File: config.mk
export PLATFORM = sky130hd
export DESIGN_NAME = tile_layout_rect_generator_core
export DESIGN_NICKNAME = d
export VERILOG_FILES = /design/src/rtl/core/tlr_pkg.sv /design/src/rtl/core/tlr_div.sv /design/src/rtl/core/tlr_ctrl.sv /design/src/rtl/core/tile_layout_rect_generator_core.sv
export SDC_FILE = /design/constraint.sdc
export NUM_CORES = 2
export LEC_CHECK = 0
export BUFFER_PORTS_ARGS = -buffer_cell sky130_fd_sc_hd__buf_2
export CAP_MARGIN = 25
export CORE_MARGIN = 2
export CORE_UTILIZATION = 58
export DETAILED_ROUTE_END_ITERATION = 16
export PLACE_DENSITY = 0.83
export SLEW_MARGIN = 20
export SYNTH_ARGS = -nofsm -noshare
export SYNTH_HDL_FRONTEND = slang
export SYNTH_SLANG_ARGS = --single-unit
File: constraint.sdc
create_clock -name i_clk -period 7.8 [get_ports i_clk]
set_input_delay 0.78 -clock i_clk [delete_from_list [all_inputs] [get_ports i_clk]]
set_output_delay 0.78 -clock i_clk [all_outputs]
set_load 0.02 [all_outputs]
File: src/rtl/core/tlr_pkg.sv
package tlr_pkg;

    // largest number of tiles in one arrangement
    localparam int MAX_TILES = 64;

    localparam int COORD_W = 16;
    localparam int COUNT_W = 7;
    localparam int INDEX_W = 6;
    localparam int ROOT_W  = 4;
    localparam int LINE_W  = 3;
    localparam int DIV_CNT_W = $clog2(COORD_W);

    localparam logic [COUNT_W-1:0] MAX_COUNT = COUNT_W'(MAX_TILES);

    // layout modes
    localparam logic [1:0] MODE_TALL = 2'd0;
    localparam logic [1:0] MODE_WIDE = 2'd1;
    localparam logic [1:0] MODE_GRID = 2'd2;
    localparam logic [1:0] MODE_NONE = 2'd3;

    // register indexes
    localparam logic [1:0] CFG_MODE    = 2'd0;
    localparam logic [1:0] CFG_VARIANT = 2'd1;
    localparam logic [1:0] CFG_RATIO   = 2'd2;

    localparam logic [COORD_W-1:0] RATIO_RST = 16'h8000;

    typedef enum logic [2:0] {
        ST_IDLE,
        ST_MUL,
        ST_DIV_CELL,
        ST_DIV_LINES,
        ST_DIV_MINOR,
        ST_DIV_FULL,
        ST_DIV_LAST,
        ST_EMIT
    } t_state;

    typedef struct packed {
        logic [1:0]         mode;
        logic               variant;
        logic [COORD_W-1:0] ratio;
    } t_cfg;

    typedef struct packed {
        logic               start;
        logic [COORD_W-1:0] dividend;
        logic [COUNT_W-1:0] divisor;
    } t_div_req;

    typedef struct packed {
        logic               busy;
        logic               done;
        logic [COORD_W-1:0] quot;
        logic [COUNT_W-1:0] rem;
    } t_div_rsp;

    // smallest p with p * p >= n, for n up to MAX_TILES
    function automatic logic [ROOT_W-1:0] f_ceil_root(input logic [COUNT_W-1:0] n);
        logic [ROOT_W-1:0] p;
        p = ROOT_W'(8);
        for (int i = 7; i >= 1; i--) begin
            if (i * i >= int'(n)) begin
                p = ROOT_W'(i);
            end
        end
        return p;
    endfunction

endpackage

File: src/rtl/core/tlr_div.sv
module tlr_div (
    input  logic              i_clk,
    input  logic              i_rst_n,
    input  tlr_pkg::t_div_req i_req,
    output tlr_pkg::t_div_rsp o_rsp
);

    logic                            r_busy;
    logic                            r_done;
    logic [tlr_pkg::DIV_CNT_W-1:0]   r_cnt;
    logic [tlr_pkg::COORD_W-1:0]     r_quo;
    logic [tlr_pkg::COUNT_W-1:0]     r_rem;
    logic [tlr_pkg::COUNT_W-1:0]     r_dvs;

    logic [tlr_pkg::COUNT_W:0] w_trial;
    logic [tlr_pkg::COUNT_W:0] w_diff;
    logic                      w_ge;

    // one quotient bit per cycle, restoring
    assign w_trial = {r_rem, r_quo[tlr_pkg::COORD_W-1]};
    assign w_ge    = (w_trial >= {1'b0, r_dvs});
    assign w_diff  = w_trial - {1'b0, r_dvs};

    always_ff @(posedge i_clk) begin
        if (!i_rst_n) begin
            r_busy <= 1'b0;
            r_done <= 1'b0;
            r_cnt  <= '0;
        end else begin
            r_done <= 1'b0;
            if (i_req.start) begin
                r_busy <= 1'b1;
                r_cnt  <= '1;
            end else if (r_busy) begin
                r_cnt <= r_cnt - 1'b1;
                if (r_cnt == '0) begin
                    r_busy <= 1'b0;
                    r_done <= 1'b1;
                end
            end
        end
    end

    always_ff @(posedge i_clk) begin
        if (i_req.start) begin
            r_quo <= i_req.dividend;
            r_rem <= '0;
            r_dvs <= i_req.divisor;
        end else if (r_busy) begin
            r_quo <= {r_quo[tlr_pkg::COORD_W-2:0], w_ge};
            r_rem <= w_ge ? w_diff[tlr_pkg::COUNT_W-1:0] : w_trial[tlr_pkg::COUNT_W-1:0];
        end
    end

    assign o_rsp.busy = r_busy;
    assign o_rsp.done = r_done;
    assign o_rsp.quot = r_quo;
    assign o_rsp.rem  = r_rem;

endmodule

File: src/rtl/core/tlr_ctrl.sv
module tlr_ctrl (
    input  logic                          i_clk,
    input  logic                          i_rst_n,
    input  tlr_pkg::t_cfg                 i_cfg,
    input  logic                          i_in_valid,
    output logic                          o_in_ready,
    input  logic [tlr_pkg::COORD_W-1:0]   i_area_x,
    input  logic [tlr_pkg::COORD_W-1:0]   i_area_y,
    input  logic [tlr_pkg::COORD_W-1:0]   i_area_width,
    input  logic [tlr_pkg::COORD_W-1:0]   i_area_height,
    input  logic [tlr_pkg::COUNT_W-1:0]   i_tile_count,
    output logic                          o_out_valid,
    input  logic                          i_out_ready,
    output logic [tlr_pkg::INDEX_W-1:0]   o_tile_index,
    output logic [tlr_pkg::COORD_W-1:0]   o_tile_x,
    output logic [tlr_pkg::COORD_W-1:0]   o_tile_y,
    output logic [tlr_pkg::COORD_W-1:0]   o_tile_width,
    output logic [tlr_pkg::COORD_W-1:0]   o_tile_height,
    output logic                          o_last_tile,
    output tlr_pkg::t_div_req             o_div_req,
    input  tlr_pkg::t_div_rsp             i_div_rsp
);

    localparam int CW = tlr_pkg::COORD_W;
    localparam int NW = tlr_pkg::COUNT_W;
    localparam int RW = tlr_pkg::ROOT_W;
    localparam int LW = tlr_pkg::LINE_W;

    tlr_pkg::t_state r_state, n_state;
    logic r_div_wait, n_div_wait;

    // captured item and derived sizes
    logic [CW-1:0] r_ax, r_ay, r_aw, r_ah;
    logic [NW-1:0] r_n;
    logic [CW-1:0] r_msize, n_msize;
    logic [CW-1:0] r_cell, n_cell;
    logic [RW-1:0] r_line_cells;
    logic [RW-1:0] r_lines, n_lines;
    logic [RW-1:0] r_last_cnt, n_last_cnt;
    logic [CW-1:0] r_line_pitch, n_line_pitch;
    logic [CW-1:0] r_cmaj_last, n_cmaj_last;

    // walk counters
    logic [NW-1:0] r_k, n_k;
    logic [CW-1:0] r_off, n_off;
    logic [LW-1:0] r_pos, n_pos;
    logic [LW-1:0] r_line, n_line;
    logic [CW-1:0] r_maj_off, n_maj_off;
    logic [CW-1:0] r_min_off, n_min_off;

    // output register
    logic          r_out_valid, n_out_valid;
    logic [tlr_pkg::INDEX_W-1:0] r_o_k;
    logic [CW-1:0] r_o_x, r_o_y, r_o_w, r_o_h;
    logic          r_o_last;
    logic [CW-1:0] w_x, w_y, w_w, w_h;

    logic          w_accept, w_load, w_last, w_wide, w_col, w_grid;
    logic [NW-1:0] w_n_sat;
    logic [CW-1:0] w_total, w_span, w_base_main, w_base_cross, w_ssize, w_mpos, w_spos;
    logic [CW-1:0] w_tmaj, w_tmin, w_len, w_maj_len, w_min_len, w_cmaj;
    logic [2*CW-1:0] w_prod;
    logic          w_last_line, w_pos_last, w_line_end;
    logic [RW-1:0] w_cnt;

    assign o_in_ready = (r_state == tlr_pkg::ST_IDLE);
    assign w_accept   = i_in_valid && o_in_ready;
    assign w_n_sat    = (i_tile_count > tlr_pkg::MAX_COUNT) ? tlr_pkg::MAX_COUNT : i_tile_count;

    assign w_wide = (i_cfg.mode == tlr_pkg::MODE_WIDE);
    assign w_grid = (i_cfg.mode == tlr_pkg::MODE_GRID);
    assign w_col  = i_cfg.variant;

    // master/stack geometry
    assign w_total      = w_wide ? r_ah : r_aw;
    assign w_span       = w_wide ? r_aw : r_ah;
    assign w_base_main  = w_wide ? r_ay : r_ax;
    assign w_base_cross = w_wide ? r_ax : r_ay;
    assign w_prod       = {{CW{1'b0}}, w_total} * {{CW{1'b0}}, i_cfg.ratio};
    assign w_ssize      = w_total - r_msize;
    assign w_mpos       = i_cfg.variant ? (w_base_main + w_ssize) : w_base_main;
    assign w_spos       = i_cfg.variant ? w_base_main : (w_base_main + r_msize);

    // grid geometry
    assign w_tmaj      = w_col ? r_ah : r_aw;
    assign w_tmin      = w_col ? r_aw : r_ah;
    assign w_last_line = ({1'b0, r_line} == (r_lines - 1'b1));
    assign w_cnt       = w_last_line ? r_last_cnt : r_line_cells;
    assign w_cmaj      = w_last_line ? r_cmaj_last : r_cell;
    assign w_pos_last  = ({1'b0, r_pos} == (w_cnt - 1'b1));
    assign w_line_end  = ({1'b0, r_pos} == (r_line_cells - 1'b1));
    assign w_maj_len   = w_pos_last ? (w_tmaj - r_maj_off) : w_cmaj;
    assign w_min_len   = w_last_line ? (w_tmin - r_min_off) : r_line_pitch;

    assign w_last = (r_k == (r_n - 1'b1));
    assign w_len  = w_last ? (w_span - r_off) : r_cell;
    assign w_load = (r_state == tlr_pkg::ST_EMIT) && (!r_out_valid || i_out_ready);

    // rectangle of tile r_k
    always_comb begin
        if (w_grid) begin
            if (w_col) begin
                w_x = r_ax + r_min_off;
                w_y = r_ay + r_maj_off;
                w_w = w_min_len;
                w_h = w_maj_len;
            end else begin
                w_x = r_ax + r_maj_off;
                w_y = r_ay + r_min_off;
                w_w = w_maj_len;
                w_h = w_min_len;
            end
        end else if (r_k == '0) begin
            if (w_wide) begin
                w_x = w_base_cross;
                w_y = w_mpos;
                w_w = w_span;
                w_h = r_msize;
            end else begin
                w_x = w_mpos;
                w_y = w_base_cross;
                w_w = r_msize;
                w_h = w_span;
            end
        end else begin
            if (w_wide) begin
                w_x = w_base_cross + r_off;
                w_y = w_spos;
                w_w = w_len;
                w_h = w_ssize;
            end else begin
                w_x = w_spos;
                w_y = w_base_cross + r_off;
                w_w = w_ssize;
                w_h = w_len;
            end
        end
    end

    always_comb begin
        n_state      = r_state;
        n_div_wait   = r_div_wait;
        n_msize      = r_msize;
        n_cell       = r_cell;
        n_lines      = r_lines;
        n_last_cnt   = r_last_cnt;
        n_line_pitch = r_line_pitch;
        n_cmaj_last  = r_cmaj_last;
        n_k          = r_k;
        n_off        = r_off;
        n_pos        = r_pos;
        n_line       = r_line;
        n_maj_off    = r_maj_off;
        n_min_off    = r_min_off;
        n_out_valid  = r_out_valid && !i_out_ready;
        o_div_req.start    = 1'b0;
        o_div_req.dividend = '0;
        o_div_req.divisor  = '0;

        case (r_state)
            tlr_pkg::ST_IDLE: begin
                n_k       = '0;
                n_off     = '0;
                n_pos     = '0;
                n_line    = '0;
                n_maj_off = '0;
                n_min_off = '0;
                if (w_accept && (w_n_sat != '0) && (i_cfg.mode != tlr_pkg::MODE_NONE)) begin
                    n_state = w_grid ? tlr_pkg::ST_DIV_LINES : tlr_pkg::ST_MUL;
                end
            end
            tlr_pkg::ST_MUL: begin
                n_msize = (r_n == NW'(1)) ? w_total : w_prod[2*CW-1:CW];
                n_state = (r_n == NW'(1)) ? tlr_pkg::ST_EMIT : tlr_pkg::ST_DIV_CELL;
            end
            tlr_pkg::ST_DIV_CELL, tlr_pkg::ST_DIV_LINES, tlr_pkg::ST_DIV_MINOR,
            tlr_pkg::ST_DIV_FULL, tlr_pkg::ST_DIV_LAST: begin
                case (r_state)
                    tlr_pkg::ST_DIV_CELL: begin
                        o_div_req.dividend = w_span;
                        o_div_req.divisor  = r_n - 1'b1;
                    end
                    tlr_pkg::ST_DIV_LINES: begin
                        // n - 1 = (lines - 1) * cells per line + (last_count - 1)
                        o_div_req.dividend = CW'(r_n - 1'b1);
                        o_div_req.divisor  = NW'(r_line_cells);
                    end
                    tlr_pkg::ST_DIV_MINOR: begin
                        o_div_req.dividend = w_tmin;
                        o_div_req.divisor  = NW'(r_lines);
                    end
                    tlr_pkg::ST_DIV_FULL: begin
                        o_div_req.dividend = w_tmaj;
                        o_div_req.divisor  = NW'(r_line_cells);
                    end
                    default: begin
                        o_div_req.dividend = w_tmaj;
                        o_div_req.divisor  = NW'(r_last_cnt);
                    end
                endcase
                if (!r_div_wait) begin
                    o_div_req.start = 1'b1;
                    n_div_wait      = 1'b1;
                end else if (i_div_rsp.done) begin
                    n_div_wait = 1'b0;
                    case (r_state)
                        tlr_pkg::ST_DIV_CELL: begin
                            n_cell  = i_div_rsp.quot;
                            n_state = tlr_pkg::ST_EMIT;
                        end
                        tlr_pkg::ST_DIV_LINES: begin
                            n_lines    = {1'b0, i_div_rsp.quot[LW-1:0]} + 1'b1;
                            n_last_cnt = {1'b0, i_div_rsp.rem[LW-1:0]} + 1'b1;
                            n_state    = tlr_pkg::ST_DIV_MINOR;
                        end
                        tlr_pkg::ST_DIV_MINOR: begin
                            n_line_pitch = i_div_rsp.quot;
                            n_state      = tlr_pkg::ST_DIV_FULL;
                        end
                        tlr_pkg::ST_DIV_FULL: begin
                            n_cell  = i_div_rsp.quot;
                            n_state = tlr_pkg::ST_DIV_LAST;
                        end
                        default: begin
                            n_cmaj_last = i_div_rsp.quot;
                            n_state     = tlr_pkg::ST_EMIT;
                        end
                    endcase
                end
            end
            tlr_pkg::ST_EMIT: begin
                if (w_load) begin
                    n_out_valid = 1'b1;
                    n_k         = r_k + 1'b1;
                    if (w_grid) begin
                        if (w_line_end) begin
                            n_pos     = '0;
                            n_maj_off = '0;
                            n_line    = r_line + 1'b1;
                            n_min_off = r_min_off + r_line_pitch;
                        end else begin
                            n_pos     = r_pos + 1'b1;
                            n_maj_off = r_maj_off + w_cmaj;
                        end
                    end else if (r_k != '0) begin
                        n_off = r_off + r_cell;
                    end
                    if (w_last) begin
                        n_state = tlr_pkg::ST_IDLE;
                    end
                end
            end
            default: begin
                n_state = tlr_pkg::ST_IDLE;
            end
        endcase
    end

    always_ff @(posedge i_clk) begin
        if (!i_rst_n) begin
            r_state     <= tlr_pkg::ST_IDLE;
            r_div_wait  <= 1'b0;
            r_out_valid <= 1'b0;
        end else begin
            r_state     <= n_state;
            r_div_wait  <= n_div_wait;
            r_out_valid <= n_out_valid;
        end
    end

    always_ff @(posedge i_clk) begin
        if (w_accept) begin
            r_ax         <= i_area_x;
            r_ay         <= i_area_y;
            r_aw         <= i_area_width;
            r_ah         <= i_area_height;
            r_n          <= w_n_sat;
            r_line_cells <= tlr_pkg::f_ceil_root(w_n_sat);
        end
        r_msize      <= n_msize;
        r_cell       <= n_cell;
        r_lines      <= n_lines;
        r_last_cnt   <= n_last_cnt;
        r_line_pitch <= n_line_pitch;
        r_cmaj_last  <= n_cmaj_last;
        r_k          <= n_k;
        r_off        <= n_off;
        r_pos        <= n_pos;
        r_line       <= n_line;
        r_maj_off    <= n_maj_off;
        r_min_off    <= n_min_off;
        if (w_load) begin
            r_o_k    <= r_k[tlr_pkg::INDEX_W-1:0];
            r_o_x    <= w_x;
            r_o_y    <= w_y;
            r_o_w    <= w_w;
            r_o_h    <= w_h;
            r_o_last <= w_last;
        end
    end

    assign o_out_valid   = r_out_valid;
    assign o_tile_index  = r_o_k;
    assign o_tile_x      = r_o_x;
    assign o_tile_y      = r_o_y;
    assign o_tile_width  = r_o_w;
    assign o_tile_height = r_o_h;
    assign o_last_tile   = r_o_last;

    a_emit_in_range: assert property (@(posedge i_clk) disable iff (!i_rst_n)
        (r_state == tlr_pkg::ST_EMIT) |-> (r_k < r_n))
        else $error("tile counter past tile count");

    a_last_ends_walk: assert property (@(posedge i_clk) disable iff (!i_rst_n)
        (w_load && w_last) |=> (r_state == tlr_pkg::ST_IDLE))
        else $error("walk did not end after last tile");

    a_div_start_free: assert property (@(posedge i_clk) disable iff (!i_rst_n)
        o_div_req.start |-> !i_div_rsp.busy)
        else $error("divider started while busy");

    a_grid_pos: assert property (@(posedge i_clk) disable iff (!i_rst_n)
        ((r_state == tlr_pkg::ST_EMIT) && w_grid) |-> ({1'b0, r_pos} < r_line_cells))
        else $error("grid position past line length");

endmodule

File: src/rtl/core/tile_layout_rect_generator_core.sv
// setup: tall/wide mode does the master multiply, then one division on the shared divider
//   (no division when n is 1); grid mode does four divisions on the shared divider
// output: then one tile per cycle while the output is taken; a new item is accepted only
//   after the last tile of the previous one is loaded, and an item with no tile, or in
//   mode 3, is taken with no output; the divider takes most of the setup
// reset: synchronous active low; layout_mode 0, variant 0, ratio 0x8000, no output
module tile_layout_rect_generator_core (
    input  logic                          i_clk,
    input  logic                          i_rst_n,
    // configuration writes
    input  logic                          i_cfg_we,
    input  logic [1:0]                    i_cfg_index,
    input  logic [tlr_pkg::COORD_W-1:0]   i_cfg_wdata,
    // area item
    input  logic                          i_in_valid,
    output logic                          o_in_ready,
    input  logic [tlr_pkg::COORD_W-1:0]   i_area_x,
    input  logic [tlr_pkg::COORD_W-1:0]   i_area_y,
    input  logic [tlr_pkg::COORD_W-1:0]   i_area_width,
    input  logic [tlr_pkg::COORD_W-1:0]   i_area_height,
    input  logic [tlr_pkg::COUNT_W-1:0]   i_tile_count,
    // tile items
    output logic                          o_out_valid,
    input  logic                          i_out_ready,
    output logic [tlr_pkg::INDEX_W-1:0]   o_tile_index,
    output logic [tlr_pkg::COORD_W-1:0]   o_tile_x,
    output logic [tlr_pkg::COORD_W-1:0]   o_tile_y,
    output logic [tlr_pkg::COORD_W-1:0]   o_tile_width,
    output logic [tlr_pkg::COORD_W-1:0]   o_tile_height,
    output logic                          o_last_tile
);

    // layout registers; the user must write them only while no item is in flight, the block does not enforce it
    logic [1:0]                  r_mode;
    logic                        r_variant;
    logic [tlr_pkg::COORD_W-1:0] r_ratio;

    tlr_pkg::t_cfg     w_cfg;
    tlr_pkg::t_div_req w_div_req;
    tlr_pkg::t_div_rsp w_div_rsp;

    always_ff @(posedge i_clk) begin
        if (!i_rst_n) begin
            r_mode    <= tlr_pkg::MODE_TALL;
            r_variant <= 1'b0;
            r_ratio   <= tlr_pkg::RATIO_RST;
        end else if (i_cfg_we) begin
            case (i_cfg_index)
                tlr_pkg::CFG_MODE:    r_mode    <= i_cfg_wdata[1:0];
                tlr_pkg::CFG_VARIANT: r_variant <= i_cfg_wdata[0];
                tlr_pkg::CFG_RATIO:   r_ratio   <= i_cfg_wdata;
                default: begin
                    // unused index, write dropped
                end
            endcase
        end
    end

    assign w_cfg.mode    = r_mode;
    assign w_cfg.variant = r_variant;
    assign w_cfg.ratio   = r_ratio;

    // sequencer: master multiply in tall/wide mode, then divisions on the shared unit, then the tile walk
    // with running offsets (no per-tile multiply) into a one-entry output register
    tlr_ctrl u_ctrl (
        .i_clk         (i_clk),
        .i_rst_n       (i_rst_n),
        .i_cfg         (w_cfg),
        .i_in_valid    (i_in_valid),
        .o_in_ready    (o_in_ready),
        .i_area_x      (i_area_x),
        .i_area_y      (i_area_y),
        .i_area_width  (i_area_width),
        .i_area_height (i_area_height),
        .i_tile_count  (i_tile_count),
        .o_out_valid   (o_out_valid),
        .i_out_ready   (i_out_ready),
        .o_tile_index  (o_tile_index),
        .o_tile_x      (o_tile_x),
        .o_tile_y      (o_tile_y),
        .o_tile_width  (o_tile_width),
        .o_tile_height (o_tile_height),
        .o_last_tile   (o_last_tile),
        .o_div_req     (w_div_req),
        .i_div_rsp     (w_div_rsp)
    );

    // shared 16-bit by 7-bit restoring divider, one quotient bit per cycle
    tlr_div u_div (
        .i_clk   (i_clk),
        .i_rst_n (i_rst_n),
        .i_req   (w_div_req),
        .o_rsp   (w_div_rsp)
    );

endmodule
# Word-level counts from Yosys, hierarchy flattened
# Index checks and enable logic that the tools add are counted.
[word_totals]
reg_bits = 339
input_bits = 94
[classes]
addsub = 26
mul = 1
magnitude_cmp = 9
eq_ne = 26
muxes = 88
bitwise_logic = 3
reduce_logical = 34
[ops]
columns = ["cell", "count"]
rows = [
  ["2-to-1 mux 16 bit", 44],
  ["adder 16 bit", 10],
  ["one-hot mux 16 bit (2 select lines)", 3],
  ["one-hot mux 23 bit (4 select lines)", 1],
  ["subtractor 16 bit", 4],
  ["2-to-1 mux 3 bit", 15],
  ["multiplier 16 x 16 -> 32 bit", 1],
  ["2-to-1 mux 24 bit", 1],
  ["AND reduction 4 bit", 6],
  ["2-to-1 mux 7 bit", 3],
  ["2-to-1 mux 4 bit", 4],
  ["subtractor 4 x 1 -> 4 bit (second input constant)", 4],
  ["greater-or-equal comparator 5 x 7 -> 1 bit (first input constant)", 2],
  ["greater-or-equal comparator 6 x 7 -> 1 bit (first input constant)", 2],
  ["one-hot mux 7 bit (2 select lines)", 1],
  ["nonzero test 7 bit", 2],
  ["equality test 3 bit (second input constant)", 4],
  ["equality test 3 x 4 -> 1 bit", 3],
  ["inequality test 2 x 1 -> 1 bit (second input constant)", 6],
  ["one-hot mux 3 bit (2 select lines)", 2],
  ["one-hot mux 3 bit (4 select lines)", 1],
  ["2-to-1 mux 1 bit", 9],
  ["adder 3 x 1 -> 4 bit (second input constant)", 2],
  ["greater-or-equal comparator 8 x 7 -> 1 bit", 1],
  ["35 further kinds", 56],
]

# Longest topological paths before layout
[logic_depth]
depth_word = 9
mapped_depth = 31
ltp_nobuf = 27

# By module
# Synthesis repeated with hierarchy kept, for this count alone.
[hier_totals]
hier_cells = 3896
area_unflattened_um2 = 34496.8
[modules_own_cells]
columns = ["module", "n_inst", "cells_per_inst", "area_per_inst_um2", "seq_area_each_um2"]
rows = [
  ["tlr_ctrl", 1, 3639, 31732.9, 8478.1],
  ["tlr_div", 1, 175, 1985.7, 950.9],
  ["tile_layout_rect_generator_core", 1, 82, 778.2, 380.4],
]

# Worst setup path before layout
# Ideal clock, no wire load.
[synth_path]
kind = "register to register"
startpoint = "reg r_mode[1]"
endpoint = "reg u_ctrl.r_msize[15] (data pin)"
setup_ps = 273
arrival_ps = 6982
required_time_ps = 7527
path_slack_ps = 545
path_stages_with_launch = 30
n_path_buf = 5
synth_period_minus_slack_ps = 7255
path_cell_list = "dfxtp_1 buf_4 nand2b_4 buf_12 clkbuf_1 clkbuf_1 nand2_1 o21ai_1 clkbuf_1 nand2_1 fa_1 fa_1 inv_1 fa_1 fa_1 fa_1 inv_1 fa_1 inv_1 ha_1 a21oi_1 nor2b_1 o21ai_0 nand2b_1 a41oi_4 o21ai_4 a21o_4 a211oi_4 a211o_1 o221ai_1"
[synth_via]
elab_chain_len = 4
[synth_lines]
columns = ["item", "line", "text"]
rows = [
  ["from (decl)", "tile_layout_rect_generator_core.sv:34", "logic [1:0] r_mode;"],
  ["from (signal assigned)", "tile_layout_rect_generator_core.sv:44", "r_mode <= tlr_pkg::MODE_TALL;"],
  ["from (signal assigned)", "tile_layout_rect_generator_core.sv:49", "tlr_pkg::CFG_MODE: r_mode <= i_cfg_wdata[1:0];"],
  ["equality test 2 x 1 -> 1 bit (*)", "tlr_ctrl.sv:70", "assign w_wide = (i_cfg.mode == tlr_pkg::MODE_WIDE);"],
  ["2-to-1 mux 16 bit (*)", "tlr_ctrl.sv:75", "assign w_total = w_wide ? r_ah : r_aw;"],
  ["multiplier 16 x 16 -> 32 bit", "tlr_ctrl.sv:79", "assign w_prod = {{CW{1'b0}}, w_total} * {{CW{1'b0}}, i_cfg.ratio};"],
  ["2-to-1 mux 16 bit (*)", "tlr_ctrl.sv:173", "n_msize = (r_n == NW'(1)) ? w_total : w_prod[2*CW-1:CW];"],
  ["to (signal assigned)", "tlr_ctrl.sv:280", "r_msize <= n_msize;"],
  ["to (decl)", "tlr_ctrl.sv:35", "logic [CW-1:0] r_msize, n_msize;"],
]
# Mark *: on every way between the ends. The rest lies on a longest branch, timed or not.
# A chain may end at the register's enable or synchronous reset.

# Worst setup path after layout
[layout_path]
startpoint = "reg r_mode[0]"
endpoint = "reg u_ctrl.r_msize[13] (data pin)"
# Same word-level chain as after synthesis.

==> results.tsv <==
stage	metric	value	unit
clock_network	CTS Hold Buffers Added	0	
detailed_routing	routed vias/inst	6.35	
detailed_routing	Routed WL	112000	µm
timing	min Tclk post-route	7360	ps
worst_setup_path	slowest cell delay on critical path	510	ps
die	Starting Density	58.5	%
synthesis	Yosys top cell by area	edfxtp_1	
timing	Final Skew	27.7	ps
placed_design	Area after DPL	0.0361	mm²
global_routing	vias in the first global route	29012	
timing	hold slack	369	ps
cells_and_area	Final Core Density	63.7	%
placed_design	Post-DP HPWL	86800	µm
power_and_ir_drop	Max VDD drop	0.000345	V
worst_setup_path	WP data arrival	7630	ps
detailed_routing	post-route ant nets	0	
cells_and_area	Fill cells	4863	
worst_setup_path	crit-path most repeated cell	fa_1	
clock_network	Sink Count	339	
clock_network	Resized Gates After CTS	0	
die	FP Rows	89	
cells_and_area	share of layout cells above drive strength 1	9.49	%
timing	final setup fails	0	
timing	Setup WS post-layout	436	ps
min_path	hold_sp	i_area_width[1]	
worst_setup_path	Crit Path Class	flop to flop	
synthesis	Post-synth EDFFs	302	
worst_setup_path	CP max FO	14	
detailed_routing	Post-route DRC	0	
synthesis	Seq cells post-synth	339	
synthesis	Syn Std Cell Area	0.0344	mm²
clock_network	clock buffer depth	3	
placed_design	gp weighted congestion	1.04	
timing	Worst Tran Pin Value	1010	ps
worst_setup_path	Crit. End Element	flop	
timing	crit share post-route	94.4	%
die	die area	0.0613	mm²
worst_setup_path	FF-to-FF path depth	28	
synthesis	dominant synthesized flop cell	edfxtp_1	
synthesis	cells after synthesis	3932	
synthesis	Yosys top cell area share	26.3	%
detailed_routing	Initial DRC Count	3657	
power_and_ir_drop	Leakage	16.4	nW
timing	fin. max-slew vios	0	
min_path	Hold Path Class	primary input to flop	
outcome	status	finished clean	
clock_network	clock latency on the worst-skew pair	590	ps
synthesis	Netlist cell types	95	
min_path	hold path cells	1	
detailed_routing	Pre-antenna DRT Iters	7	
timing	Rel. slew slack	31.6	%
clock_network	# H-tree levels	2	
synthesis	Syn Nets	4536	
cells_and_area	design area	0.0374	mm²
global_routing	first-pass GRT wire length	171000	µm
global_routing	largest net degree at the start of global routing	71	
die	IO Pins	167	
clock_network	clock-pin slew on the worst setup and hold paths	60	ps
clock_network	CTS tree	yes	
clock_network	post-CTS setup buffer count	0	
placed_design	dpl ws	611	ps
synthesis	syn avg cell area	8.75	µm²
worst_setup_path	CP startpoint kind	flop	
synthesis	top post-synthesis cells by area	edfxtp_1 (26%), fa_1 (12%), ha_1 (11%)	
die	die height	248	µm
timing	RSZ-0062 raised after global routing	false	
worst_setup_path	WP data required	8070	ps
run	max_cap viols	0	
synthesis	synthesis warning total	0	
clock_network	CTS buffer count	39	
die	die width	248	µm
worst_setup_path	reg2reg setup slack	440	ps
cells_and_area	Area growth syn-to-layout	8.75	%
detailed_routing	Via Count	30684	
power_and_ir_drop	pwr/cell area	395	mW/mm²
worst_setup_path	Critical-path top delay cell	fa_1	
placed_design	PortBufs	166	
global_routing	antenna violations before repair	3	
min_path	Hold Crit Endpoint	u_ctrl.r_aw[1]$_DFFE_PP_	
worst_setup_path	reg2reg start	r_mode[0]$_SDFFE_PN0P_	
timing	TNS Setup	0	ps
cells_and_area	Nets	4629	
detailed_routing	wire per inst	23.3	µm
synthesis	Post-synth top cells	nand2_1 (650), inv_1 (388), ha_1 (304), edfxtp_1 (302), a21oi_1 (271)	
timing	Achievable Freq	136	MHz
timing	final hold vios	0	
die	core area	0.0588	mm²
worst_setup_path	RR Endpoint	u_ctrl.r_msize[13]$_DFFE_PP_	
clock_network	Root Driver	clkbuf_16	
synthesis	register area share after synthesis	28.5	%
synthesis	top-count cell post-synth	nand2_1	
global_routing	gr usage total	36.7	%
global_routing	total gr overflow	0	
synthesis	FFs w/ async S/R, synth	0	%
-- cells in the final DEF (no fill, tap or decap), types with 73 or more instances in the layout --
master,netlist,final
inv_1,388,387
xnor2_1,104,104
xor2_1,73,73
a21oi_1,271,271
and2_1,125,124
o21ai_0,178,177
edfxtp_1,302,302
nand2_1,650,650
nor2_1,266,261
buf_2,2,166
fa_1,206,206
ha_1,304,304
-- worst max-delay path by stage --
| stage | from | end | slack, ps | cells past startpoint |
|---|---|---|---|---|
| after floorplan | r_mode[1]$_SDFFE_PN0P_ | u_ctrl.r_msize[15]$_DFFE_PP_ | 540 | 29 |
| after global placement | r_mode[0]$_SDFFE_PN0P_ | u_ctrl.r_msize[15]$_DFFE_PP_ | 760 | 28 |
| after detailed placement | r_mode[0]$_SDFFE_PN0P_ | u_ctrl.r_msize[13]$_DFFE_PP_ | 610 | 28 |
| after CTS | r_mode[0]$_SDFFE_PN0P_ | u_ctrl.r_msize[13]$_DFFE_PP_ | 540 | 28 |
| after global routing | r_mode[0]$_SDFFE_PN0P_ | u_ctrl.r_msize[13]$_DFFE_PP_ | 80 | 28 |
| final | r_mode[0]$_SDFFE_PN0P_ | u_ctrl.r_msize[13]$_DFFE_PP_ | 440 | 28 |
-- kinds of logic after synthesis --
group | synth area share [%]
AOI/OAI and AO/OA | 16.4
xor gates and xnor gates | 4.83
adders and majority gates | 23.1
buffers and inverters | 6.27
DFF | 28.5
muxes | 3.30
and+or+nand+nor | 17.7
-- metal layers --
metal / share of wire [%] / track usage [%] / vias to the layer above / routed length [µm]
met5: 0.011 / 0 / - / 12
met2: 43 / 55.6 / 1949 / 48300
li1: - / - / 13814 / -
met4: 6.5 / 20.1 / 2 / 7270
met3: 13 / 8.16 / 438 / 14200
met1: 38 / 49.1 / 14481 / 42600
-- power by group --
part | total, mW | internal (mW) | switching, mW
clock network | 1.98 | 1.18 | 0.799
logic | 9.35 | 3.53 | 5.81
registers | 3.48 | 2.76 | 0.720
total | 14.8 | 7.47 | 7.33
-- critical path, delay by kind of cell, from the launching register on --
kind	cells	cell delay, ps
buffers and inverters	7	710
AND/OR/NAND/NOR	6	1400
XOR/XNOR	1	170
AO/OA/AOI/OAI	7	1400
adder cells (fa/ha/maj)	7	2980
flip-flops	1	370
-- cell type report --
type / instances / area [µm²] / area share, %
timing repair buffer: 229 / 1300 / 3.48
inverter: 391 / 1470 / 3.93
tap: 773 / 967 / 2.58
clock inverter: 25 / 330 / 0.882
sequential: 339 / 9820 / 26.2
clock buffer: 47 / 1030 / 2.74
multi-input combinational: 3025 / 22500 / 60.1
antenna: 2 / 5.00 / 0.0134
-- metrics by stage --
| stage | power [mW] | std cells |
|---|---|---|
| 2_1_floorplan | 9.69 | 3932 |
| 3_3_place_gp | 12.2 | 4757 |
| 3_5_place_dp | 12.4 | 4757 |
| 4_1_cts | 14.5 | 4829 |
| 5_1_grt | 15.7 | 4829 |
| 6_report | 14.8 | 4831 |
Note: power is estimated with default switching activity, not from simulation.
